File: config.mk
export PLATFORM = sky130hd
export DESIGN_NAME = next_fit_id_allocator_top_flat
export DESIGN_NICKNAME = d
export VERILOG_FILES = /design/src/rtl/core/nfa_pkg.sv /design/src/rtl/core/nfa_if.sv /design/src/rtl/core/next_fit_id_allocator_top.sv /design/src/rtl/core/nfa_ram.sv /design/src/rtl/core/nfa_word_eval.sv /design/src/flat_wrapper.sv
export SDC_FILE = /design/constraint.sdc
export NUM_CORES = 1
export LEC_CHECK = 0
export BUFFER_PORTS_ARGS = -buffer_cell sky130_fd_sc_hd__buf_2
export CORE_ASPECT_RATIO = 0.75
export CORE_MARGIN = 2
export CORE_UTILIZATION = 29
export DETAILED_ROUTE_END_ITERATION = 8
export REMOVE_ABC_BUFFERS = 1
export SKIP_CTS_REPAIR_TIMING = 1
export SLEW_MARGIN = 20
export SYNTH_ARGS = -nofsm -noshare
export SYNTH_HDL_FRONTEND = slang
export SYNTH_HIERARCHICAL = 1
export SYNTH_SLANG_ARGS = --single-unit
File: constraint.sdc
create_clock -name clk_i -period 11.7 [get_ports clk_i]
set_clock_uncertainty 0.1 [all_clocks]
set_input_delay 1.755 -clock clk_i [delete_from_list [all_inputs] [get_ports clk_i]]
set_output_delay 1.755 -clock clk_i [all_outputs]
set_load 0.01 [all_outputs]
File: src/rtl/core/nfa_pkg.sv
// shared types, codes and helpers of the next-fit id allocator
package nfa_pkg;

  // bitmap word geometry
  localparam int WORD_W = 32;
  localparam int OFF_W  = 5;

  // request kinds
  localparam logic [1:0] FUNC_ALLOC   = 2'd0;
  localparam logic [1:0] FUNC_REALLOC = 2'd1;
  localparam logic [1:0] FUNC_RELEASE = 2'd2;

  // one bitmap word handed to the word evaluator
  typedef struct packed {
    logic [WORD_W-1:0] data;
    logic              row_valid;
    logic              first;
    logic              wrap;
    logic              last_word;
    logic [OFF_W-1:0]  off;
  } scan_in_t;

  // evaluator answer
  typedef struct packed {
    logic             found;
    logic [OFF_W-1:0] pos;
  } scan_out_t;

  // lowest set bit of a word
  function automatic logic [OFF_W-1:0] lowest_set(input logic [WORD_W-1:0] v);
    logic [OFF_W-1:0] r;
    r = '0;
    for (int i = WORD_W - 1; i >= 0; i--) begin
      if (v[i]) begin
        r = OFF_W'(i);
      end
    end
    return r;
  endfunction

endpackage

File: src/rtl/core/nfa_if.sv
// request and response channel interfaces of the id allocator
interface nfa_req_if;
  logic       valid;
  logic       ready;
  logic [1:0] func;
  logic [7:0] old_id;

  modport source (output valid, output func, output old_id, input ready);
  modport sink (input valid, input func, input old_id, output ready);
endinterface

interface nfa_rsp_if;
  logic       valid;
  logic       ready;
  logic [7:0] id;
  logic       ok;

  modport source (output valid, output id, output ok, input ready);
  modport sink (input valid, input id, input ok, output ready);
endinterface

File: src/rtl/core/next_fit_id_allocator_top.sv
// next-fit id allocator: bitmap in ram words, circular scan, one response per request
// allocate and reallocate scan from the search pointer; reallocate also frees its old id
//   when in range and not the grant; release frees one id; unused kinds and a full table fail
// throughput: one request at a time; the scan reads one 32-bit bitmap word per cycle
//   through the single ram read port, so a full scan of 256 ids takes 9 word reads
// reset: control, search pointer and per-word valid bits clear at once; no clearing pass
module next_fit_id_allocator_top #(
  parameter int NUM_IDS = 256
) (
  input  logic             clk_i,
  input  logic             rst_ni,
  nfa_req_if.sink          req_i,
  nfa_rsp_if.source        rsp_o
);

  localparam int WORD_W    = nfa_pkg::WORD_W;
  localparam int OFF_W     = nfa_pkg::OFF_W;
  localparam int NW        = (NUM_IDS + WORD_W - 1) / WORD_W;
  localparam int AW        = (NW > 1) ? $clog2(NW) : 1;
  localparam int BW        = AW + OFF_W;
  localparam int XW        = ((BW > 8) ? BW : 8) + 1;
  localparam int CW        = $clog2(NW + 2);
  localparam int LAST_BITS = NUM_IDS - (NW - 1) * WORD_W;
  localparam logic [WORD_W-1:0] LAST_MASK = (LAST_BITS >= WORD_W) ? {WORD_W{1'b1}} :
                                            WORD_W'((64'd1 << LAST_BITS) - 64'd1);

  typedef enum logic [5:0] {
    S_IDLE = 6'b000001,
    S_SCAN = 6'b000010,
    S_WSET = 6'b000100,
    S_ROLD = 6'b001000,
    S_WOLD = 6'b010000,
    S_RESP = 6'b100000
  } state_e;

  state_e state_q, state_d;

  logic [BW-1:0]     ptr_q, ptr_d;
  logic [CW-1:0]     issue_cnt_q, issue_cnt_d;
  logic [AW-1:0]     raddr_q, raddr_d;
  logic              pend_q, pend_d;
  logic [CW-1:0]     pend_k_q;
  logic [AW-1:0]     pend_w_q;
  logic [NW-1:0]     row_vld_q;
  logic              rvld_q;
  logic              out_valid_q, out_valid_d;

  logic [1:0]        func_q;
  logic [7:0]        old_q;
  logic [AW-1:0]     slot_w_q, slot_w_d;
  logic [OFF_W-1:0]  slot_b_q, slot_b_d;
  logic [WORD_W-1:0] slot_row_q, slot_row_d;
  logic [7:0]        res_id_q, res_id_d;
  logic              res_ok_q, res_ok_d;
  logic [7:0]        out_id_q;
  logic              out_ok_q;

  logic              accept;
  logic              out_load;
  logic [XW-1:0]     in_x;
  logic              in_in_range;
  logic [XW-1:0]     old_x;
  logic              old_in_range;
  logic [BW-1:0]     old_g;
  logic [BW-1:0]     slot_g;
  logic [XW-1:0]     slot_x;
  logic              need_free;

  logic              ram_we;
  logic [AW-1:0]     ram_waddr;
  logic [WORD_W-1:0] ram_wdata;
  logic              ram_re;
  logic [AW-1:0]     ram_raddr;
  logic [WORD_W-1:0] ram_rdata;
  logic [WORD_W-1:0] rdata_eff;

  nfa_pkg::scan_in_t  scan_in;
  nfa_pkg::scan_out_t scan_out;

  // handshakes
  assign req_i.ready = (state_q == S_IDLE);
  assign accept      = req_i.valid && req_i.ready;
  assign out_load    = (state_q == S_RESP) && (!out_valid_q || rsp_o.ready);
  assign rsp_o.valid = out_valid_q;
  assign rsp_o.id    = out_id_q;
  assign rsp_o.ok    = out_ok_q;

  // id range checks and index splits
  assign in_x         = XW'(req_i.old_id);
  assign in_in_range  = in_x < XW'(NUM_IDS);
  assign old_x        = XW'(old_q);
  assign old_in_range = old_x < XW'(NUM_IDS);
  assign old_g        = old_x[BW-1:0];
  assign slot_g       = {slot_w_q, slot_b_q};
  assign slot_x       = XW'(slot_g);
  assign need_free    = (func_q == nfa_pkg::FUNC_REALLOC) && old_in_range && (old_g != slot_g);
  assign rdata_eff    = rvld_q ? ram_rdata : '0;

  // ram port control
  always_comb begin
    ram_re    = 1'b0;
    ram_raddr = raddr_q;
    ram_we    = 1'b0;
    ram_waddr = slot_w_q;
    ram_wdata = slot_row_q | (WORD_W'(1) << slot_b_q);
    if (state_q == S_SCAN && issue_cnt_q < CW'(NW + 1)) begin
      ram_re = 1'b1;
    end
    if (state_q == S_ROLD) begin
      ram_re    = 1'b1;
      ram_raddr = old_g[BW-1:OFF_W];
    end
    if (state_q == S_WSET) begin
      ram_we = 1'b1;
    end
    if (state_q == S_WOLD) begin
      ram_we    = 1'b1;
      ram_waddr = old_g[BW-1:OFF_W];
      ram_wdata = rdata_eff & ~(WORD_W'(1) << old_g[OFF_W-1:0]);
    end
  end

  // bitmap storage
  nfa_ram #(
    .WIDTH (WORD_W),
    .DEPTH (NW)
  ) u_map_ram (
    .clk_i   (clk_i),
    .we_i    (ram_we),
    .waddr_i (ram_waddr),
    .wdata_i (ram_wdata),
    .re_i    (ram_re),
    .raddr_i (ram_raddr),
    .rdata_o (ram_rdata)
  );

  // word under evaluation
  assign scan_in.data      = ram_rdata;
  assign scan_in.row_valid = rvld_q;
  assign scan_in.first     = (pend_k_q == '0);
  assign scan_in.wrap      = (pend_k_q == CW'(NW));
  assign scan_in.last_word = (pend_w_q == AW'(NW - 1));
  assign scan_in.off       = ptr_q[OFF_W-1:0];

  nfa_word_eval #(
    .LIM_MASK (LAST_MASK)
  ) u_word_eval (
    .scan_i (scan_in),
    .scan_o (scan_out)
  );

  // sequencer
  always_comb begin
    state_d     = state_q;
    ptr_d       = ptr_q;
    issue_cnt_d = issue_cnt_q;
    raddr_d     = raddr_q;
    pend_d      = 1'b0;
    slot_w_d    = slot_w_q;
    slot_b_d    = slot_b_q;
    slot_row_d  = slot_row_q;
    res_id_d    = res_id_q;
    res_ok_d    = res_ok_q;
    out_valid_d = out_valid_q;
    if (out_valid_q && rsp_o.ready) begin
      out_valid_d = 1'b0;
    end
    unique case (state_q)
      S_IDLE: begin
        if (accept) begin
          case (req_i.func)
            nfa_pkg::FUNC_ALLOC, nfa_pkg::FUNC_REALLOC: begin
              issue_cnt_d = '0;
              raddr_d     = ptr_q[BW-1:OFF_W];
              state_d     = S_SCAN;
            end
            nfa_pkg::FUNC_RELEASE: begin
              res_id_d = req_i.old_id;
              res_ok_d = in_in_range;
              if (in_in_range) begin
                ptr_d   = in_x[BW-1:0];
                state_d = S_ROLD;
              end else begin
                state_d = S_RESP;
              end
            end
            default: begin
              res_id_d = '0;
              res_ok_d = 1'b0;
              state_d  = S_RESP;
            end
          endcase
        end
      end
      S_SCAN: begin
        // issue one word read per cycle, wrapping over the rows
        if (ram_re) begin
          issue_cnt_d = issue_cnt_q + CW'(1);
          raddr_d     = (raddr_q == AW'(NW - 1)) ? '0 : raddr_q + AW'(1);
          pend_d      = 1'b1;
        end
        // evaluate the word returned by the previous read
        if (pend_q) begin
          if (scan_out.found) begin
            slot_w_d   = pend_w_q;
            slot_b_d   = scan_out.pos;
            slot_row_d = rdata_eff;
            pend_d     = 1'b0;
            state_d    = S_WSET;
          end else if (pend_k_q == CW'(NW)) begin
            res_id_d = '0;
            res_ok_d = 1'b0;
            pend_d   = 1'b0;
            state_d  = S_RESP;
          end
        end
      end
      S_WSET: begin
        ptr_d    = slot_g;
        res_id_d = slot_x[7:0];
        res_ok_d = 1'b1;
        state_d  = need_free ? S_ROLD : S_RESP;
      end
      S_ROLD: begin
        state_d = S_WOLD;
      end
      S_WOLD: begin
        state_d = S_RESP;
      end
      S_RESP: begin
        if (out_load) begin
          out_valid_d = 1'b1;
          state_d     = S_IDLE;
        end
      end
      default: begin
        state_d = S_IDLE;
      end
    endcase
  end

  // control registers
  always_ff @(posedge clk_i or negedge rst_ni) begin
    if (!rst_ni) begin
      state_q     <= S_IDLE;
      ptr_q       <= '0;
      issue_cnt_q <= '0;
      raddr_q     <= '0;
      pend_q      <= 1'b0;
      row_vld_q   <= '0;
      rvld_q      <= 1'b0;
      out_valid_q <= 1'b0;
    end else begin
      state_q     <= state_d;
      ptr_q       <= ptr_d;
      issue_cnt_q <= issue_cnt_d;
      raddr_q     <= raddr_d;
      pend_q      <= pend_d;
      out_valid_q <= out_valid_d;
      if (ram_re) begin
        rvld_q <= row_vld_q[ram_raddr];
      end
      if (ram_we) begin
        row_vld_q[ram_waddr] <= 1'b1;
      end
    end
  end

  // payload registers
  always_ff @(posedge clk_i) begin
    if (accept) begin
      func_q <= req_i.func;
      old_q  <= req_i.old_id;
    end
    if (ram_re) begin
      pend_k_q <= issue_cnt_q;
      pend_w_q <= ram_raddr;
    end
    slot_w_q   <= slot_w_d;
    slot_b_q   <= slot_b_d;
    slot_row_q <= slot_row_d;
    res_id_q   <= res_id_d;
    res_ok_q   <= res_ok_d;
    if (out_load) begin
      out_id_q <= res_id_q;
      out_ok_q <= res_ok_q;
    end
  end

`ifndef SYNTHESIS
  // an accepted request always leaves idle
  a_accept_busy: assert property (@(posedge clk_i) disable iff (!rst_ni)
    accept |=> (state_q != S_IDLE))
    else $error("request accepted but sequencer stayed idle");

  // a grant write sets the granted bit
  a_grant_marks: assert property (@(posedge clk_i) disable iff (!rst_ni)
    (state_q == S_WSET) |-> (ram_we && ram_wdata[slot_b_q]))
    else $error("grant write does not mark the slot used");

  // an empty wrap visit ends the scan with a failure
  a_scan_fail: assert property (@(posedge clk_i) disable iff (!rst_ni)
    (state_q == S_SCAN && pend_q && pend_k_q == CW'(NW) && !scan_out.found)
      |=> (state_q == S_RESP && !res_ok_q))
    else $error("full scan without a free slot did not fail");
`endif

endmodule

File: src/rtl/core/nfa_ram.sv
// generic single-write single-read ram with registered read data
module nfa_ram #(
  parameter int WIDTH = 32,
  parameter int DEPTH = 8
) (
  input  logic                                   clk_i,
  input  logic                                   we_i,
  input  logic [((DEPTH > 1) ? $clog2(DEPTH) : 1)-1:0] waddr_i,
  input  logic [WIDTH-1:0]                       wdata_i,
  input  logic                                   re_i,
  input  logic [((DEPTH > 1) ? $clog2(DEPTH) : 1)-1:0] raddr_i,
  output logic [WIDTH-1:0]                       rdata_o
);

  logic [WIDTH-1:0] mem_q [DEPTH];

  // write port
  always_ff @(posedge clk_i) begin
    if (we_i) begin
      mem_q[waddr_i] <= wdata_i;
    end
  end

  // registered read port
  always_ff @(posedge clk_i) begin
    if (re_i) begin
      rdata_o <= mem_q[raddr_i];
    end
  end

endmodule

File: src/rtl/core/nfa_word_eval.sv
// finds the first free slot of one bitmap word within the scan window
module nfa_word_eval #(
  parameter logic [31:0] LIM_MASK = 32'hFFFF_FFFF
) (
  input  nfa_pkg::scan_in_t  scan_i,
  output nfa_pkg::scan_out_t scan_o
);

  logic [nfa_pkg::WORD_W-1:0] used;
  logic [nfa_pkg::WORD_W-1:0] upper;
  logic [nfa_pkg::WORD_W-1:0] window;
  logic [nfa_pkg::WORD_W-1:0] lim;
  logic [nfa_pkg::WORD_W-1:0] free_bits;

  // a row never written reads as all free
  assign used  = scan_i.row_valid ? scan_i.data : '0;
  // bits at or above the pointer offset
  assign upper = {nfa_pkg::WORD_W{1'b1}} << scan_i.off;

  // window: first visit from the offset up, wrap visit below the offset, other visits the whole word
  always_comb begin
    if (scan_i.first) begin
      window = upper;
    end else if (scan_i.wrap) begin
      window = ~upper;
    end else begin
      window = '1;
    end
  end

  // slots past the id count in the last word stay out
  assign lim       = scan_i.last_word ? LIM_MASK : '1;
  assign free_bits = ~used & window & lim;

  assign scan_o.found = |free_bits;
  assign scan_o.pos   = nfa_pkg::lowest_set(free_bits);

endmodule
File: src/flat_wrapper.sv
// flat-port wrapper written by rule: the top's interface ports become plain ports
module next_fit_id_allocator_top_flat 
#(
  parameter int NUM_IDS = 256
)
  (clk_i, rst_ni, req_i_valid, req_i_func, req_i_old_id, req_i_ready, rsp_o_valid, rsp_o_id, rsp_o_ok, rsp_o_ready);
  nfa_req_if req_i_i ();
  nfa_rsp_if rsp_o_i ();
  input  logic clk_i;
  input  logic rst_ni;
  input wire logic [$bits(req_i_i.valid)-1:0] req_i_valid;
  input wire logic [$bits(req_i_i.func)-1:0] req_i_func;
  input wire logic [$bits(req_i_i.old_id)-1:0] req_i_old_id;
  output wire logic [$bits(req_i_i.ready)-1:0] req_i_ready;
  output wire logic [$bits(rsp_o_i.valid)-1:0] rsp_o_valid;
  output wire logic [$bits(rsp_o_i.id)-1:0] rsp_o_id;
  output wire logic [$bits(rsp_o_i.ok)-1:0] rsp_o_ok;
  input wire logic [$bits(rsp_o_i.ready)-1:0] rsp_o_ready;
  assign req_i_i.valid = req_i_valid;
  assign req_i_i.func = req_i_func;
  assign req_i_i.old_id = req_i_old_id;
  assign req_i_ready = req_i_i.ready;
  assign rsp_o_valid = rsp_o_i.valid;
  assign rsp_o_id = rsp_o_i.id;
  assign rsp_o_ok = rsp_o_i.ok;
  assign rsp_o_i.ready = rsp_o_ready;
  next_fit_id_allocator_top #(.NUM_IDS(NUM_IDS)) u_core (.clk_i(clk_i), .rst_ni(rst_ni), .req_i(req_i_i), .rsp_o(rsp_o_i));
endmodule
**Word level (Yosys, flattened, before mapping)**

Memories as Yosys holds them, arrays and structs flattened. A register that Yosys moved wholly into a read port is not among the register bits.
Cells that the tools add are included.

- Memories: 1
- Bits in registers: 107
- Input port bits: 14
- Logic and storage cells: 179
- Bits in writable memories: 256

Memory list:

| memory | words | width | read ports | clocked after Yosys merged registers in | wr ports | RTL line | text |
|---|---|---|---|---|---|---|---|
| u_core.u_map_ram.mem_q | 8 | 32 | 1 | 1 | 1 | nfa_ram.sv:15 | `logic [WIDTH-1:0] mem_q [DEPTH];` |

- Muxes and demuxes: 89
- $add $sub $neg: 2
- Bitwise logic cells: 7
- Shift operators: 3
- Equality and inequality tests: 23
- Order comparisons: 6
- Reduce and logical (&&, ||, !) cells: 25

Operators by type and width:

| cell | number |
|---|---|
| two-way mux 32 bit | 4 |
| inverter 32 bit | 3 |
| two-way mux 5 bit | 16 |
| bitwise AND 32 bit | 2 |
| << shifter 1 x 5 -> 32 bit, first input constant | 2 |
| two-way mux 8 bit | 7 |
| two-way mux 4 bit | 11 |
| two-way mux 6 bit | 7 |
| case mux 6 bit (6 select lines) | 1 |
| OR 32 bit | 1 |
| case mux 8 bit (2 select lines) | 2 |
| OR reduction 32 bit | 1 |
| << shifter 32 x 5 -> 32 bit, first input constant | 1 |
| two-way mux 3 bit | 10 |
| case mux 8 bit (3 select lines) | 1 |
| two-way mux 1 bit | 21 |
| < comparator 8 x 9 -> 1 bit, second input constant | 2 |
| OR reduction 16 bit | 1 |
| != test 2 bit, second input constant | 6 |
| case mux 6 bit (2 select lines) | 1 |
| AND reduction 4 bit | 3 |
| < comparator 3 x 4 -> 1 bit, second input constant | 2 |
| != test 2 x 1 -> 1 bit, second input constant | 4 |
| != test 8 bit | 1 |
| other kinds (35) | 45 |

**Depth between registers and ports, before layout**

- Depth in word-level cells: 36
- Depth in mapped cells: 15
- Gate-level depth less buffers: 12

**Hierarchy**

The synthesis kept the hierarchy.

Modules (own cells, without submodules):

| module | cells an instance | times used | area an instance (µm²) | seq. area each (µm²) |
|---|---|---|---|---|
| nfa_ram | 415 | 1 | 10786.6 | 8648.3 |
| next_fit_id_allocator_top | 489 | 1 | 5305.1 | 3054.2 |
| nfa_word_eval | 247 | 1 | 1569.0 | 0.0 |

**Least setup slack after synthesis**

OpenSTA, ideal clock, no wires.

- Path kind: register -> register
- Start: register u_core.state_q[3]
- End: memory u_core.u_map_ram.mem_q[0][0] (enable)
- Buffers on the path: 0
- Setup time: 461 ps
- Cell stages (with the launch flop): 7
- Setup slack: 7282 ps
- Arrival time: 3857 ps
- Path through: dfrtp_1 nor4_2 nand3_2 mux2i_1 inv_2 nand2b_1 nor3_1

- Elaborated cells between the ends (all ways): 7
- Classes of those cells: eq/ne: 2; mux: 5

RTL lines:

| what | RTL line | text |
|---|---|---|
| from (decl) | next_fit_id_allocator_top.sv:36 | `state_e state_q, state_d;` |
| from (signal assigned) | next_fit_id_allocator_top.sv:254 | `state_q <= state_d;` |
| == test 6 x 5 -> 1 bit | next_fit_id_allocator_top.sv:116 | `if (state_q == S_WOLD) begin` |
| two-way mux 3 bit | next_fit_id_allocator_top.sv:116 |  |
| via u_core.ram_waddr[2] | next_fit_id_allocator_top.sv:70 | `logic [AW-1:0] ram_waddr;` |
| to (decl) | nfa_ram.sv:15 |  |

The timed path passes the listed nets, and every way through them passes these cells.

==> results.txt <==
Worst EP required: 11.74 ns
Area after DPL: 18600 um^2
HPWL after detailed placement: 25900 um
Hold path depth: 0
Hold Fails Final Rpt: 0
Total global routing track utilization: 13.5%
First-pass GRT wire length: 64200 um
Final period util: 37.3%
Min Clock Period, post-route: 4.36 ns
Filler cell count: 5846
Max Slew Vio Count: 0
Largest net degree at the start of global routing: 78
TritonCTS clock tree: built
Clock Latency Late Sink: 0.55 ns
Placer Congestion: 0.906
H-tree levels: 2
Min-delay src: u_core/pend_w_q[0]$_DFFE_PN_
Cell Count, Final, Fillers Out: 1993
Vias in the first global route: 10198
Cells on worst reg2reg path: 8
Placed instance count: 1920
Max_slew headroom: 30.0%
RSZ-0062 raised after global routing: no
Num Clock Sinks: 395
Initial antenna violation count: 2
Remaining DRCs: 0
Avg Synthesized Cell Area: 15.4 um^2
Crit path kind: reg -> reg
R2R setup slack: 7.34 ns
WP data arrival: 4.41 ns
Cts bufs inserted: 39
Die W: 289 um
Max cap viols: 0
Initial DRC Count: 1146
Design Area, Final: 19800 um^2
Die H: 218 um
Initial Util: 29.3%
CP max FO: 40
Mapped Cells: 1150
PwrDens: 204 nW/um^2
Worst reg2reg endpoint: u_core/slot_row_q[31]$_DFFE_PP_
Root buffer cell: clkbuf_16
Min-Delay Path Class: reg -> reg
Yosys warnings: 6
Status: complete, no violations
Hold EP: u_core/slot_w_q[0]$_DFFE_PP_
Wire length per cell: 21.6 um
Post-Syn Area: 17700 um^2
Max Fclk: 229 MHz
Worst IR drop on VDD: 0.147 mV
Core region area: 60300 um^2
Vias/cell: 5.28
Post-Route WL: 43000 um
Grt total ovfl: 0
DR vias: 10515
Layout Nets: 1179
Final-report setup violation count: 0
RR Startpoint: u_core/pend_k_q[1]$_DFFE_PN_
Setup TNS: 0 ns
Clock tree buffer depth: 3
Die ar.: 62900 um^2
Finished Core Util: 32.8%
Clk slew on worst S/H paths: 0.07 ns
Initial DRT Pass Iterations: 6
Area Growth Syn to Fin: 12.1%
Remaining antenna violation count: 0
Worst-margin pin slew: 1.05 ns
Proportion of layout cells with a drive suffix above 1: 16.3%
Crit start category: register
Row cnt: 78
I/O Pins: 25
CP endpoint kind: register
Overall Power: 4.03 mW
Lkg Pwr: 6.60 nW
PortBufs: 24
[final cells by class]
class / instances / area [um^2] / area share [%]
inverters: 19 / 71.3 / 0.360
well taps: 800 / 1000 / 5.06
clock buffers: 50 / 1020 / 5.14
flip-flops and latches: 395 / 11700 / 59.1
multi-input cells: 666 / 5560 / 28.1
diodes: 2 / 5.00 / 0.0253
clock inverters: 21 / 196 / 0.992
repair buffers: 40 / 240 / 1.21
[report_power, final]
group	leakage [nW]	internal, mW	switching (mW)	total (mW)
sequential	3.70	1.68	0.179	1.86
clock	0.577	0.670	0.544	1.21
combinational	2.32	0.441	0.519	0.961
total	6.60	2.79	1.24	4.03
[per-layer routing]
metal | global-route usage (%) | vias up | wire length [um]
li1 | - | 4611 | -
met4 | 3.76 | 0 | 1030
met5 | 0 | - | 0
met2 | 19.0 | 445 | 17900
met1 | 20.7 | 5394 | 20500
met3 | 3.04 | 65 | 3660
[cells in the final DEF, fill, tap and decap left out, drive strengths merged, types with 6 or more instances in the layout]
cell and instances:
a21o 7, a21oi 127, a22o 13, a22oi 7
a31oi 6, and2 39, and3 13, buf 40
clkbuf 50, clkinv 12, dfrtp 31, edfxtp 363
inv 22, mux2 34, mux2i 19, mux4 64
nand2 82, nand2b 14, nand3 18, nor2 33
nor2b 16, nor3 13, nor3b 7, nor4 8
o211ai 11, o21ai 33, xor2 8
[critical path, cell delays in order, from the launching register on]
cell and delay (ns):
edfxtp_1 0.42, nor4b_2 0.84, nor2b_4 0.65, a32oi_1 0.20, and3_1 0.23, or3_1 0.41, nand2b_1 0.21, nand3b_1 0.28
and3_2 0.56
[per-stage QoR]
step / hold WS, ns / worst slack, ns
5_1_grt: 0.342 / 7.13
3_5_place_dp: 0.305 / 7.38
4_1_cts: 0.321 / 7.36
3_3_place_gp: 0.310 / 7.47
6_report: 0.320 / 7.34
2_1_floorplan: 0.300 / 5.17
[how the worst max path moves through the flow]
stage,from,end,depth (start not counted)
finish,u_core/pend_k_q[1]$_DFFE_PN_,u_core/slot_row_q[31]$_DFFE_PP_,8
global route,u_core/pend_k_q[1]$_DFFE_PN_,u_core/slot_row_q[31]$_DFFE_PP_,8
CTS,u_core/pend_k_q[1]$_DFFE_PN_,u_core/slot_row_q[31]$_DFFE_PP_,8
detailed placement,u_core/pend_k_q[1]$_DFFE_PN_,u_core/slot_row_q[0]$_DFFE_PP_,8
global placement,u_core/pend_k_q[1]$_DFFE_PN_,u_core/slot_row_q[7]$_DFFE_PP_,8
floorplan,u_core/pend_k_q[1]$_DFFE_PN_,u_core/slot_b_q[0]$_DFFE_PP_,9
[state kept, by name, summed over array words and instances, names as in the netlist, 8 cells and up]
name                      count
u_core/ptr_q                  8
u_core/res_id_q               8
u_core/slot_row_q            32
u_core/old_g                  8
u_core/u_map_ram/mem_q      256
u_core/rsp_o.id               8
u_core/row_vld_q              8
u_core/u_map_ram/rdata_o     32
(Power assumes the default switching activity.)
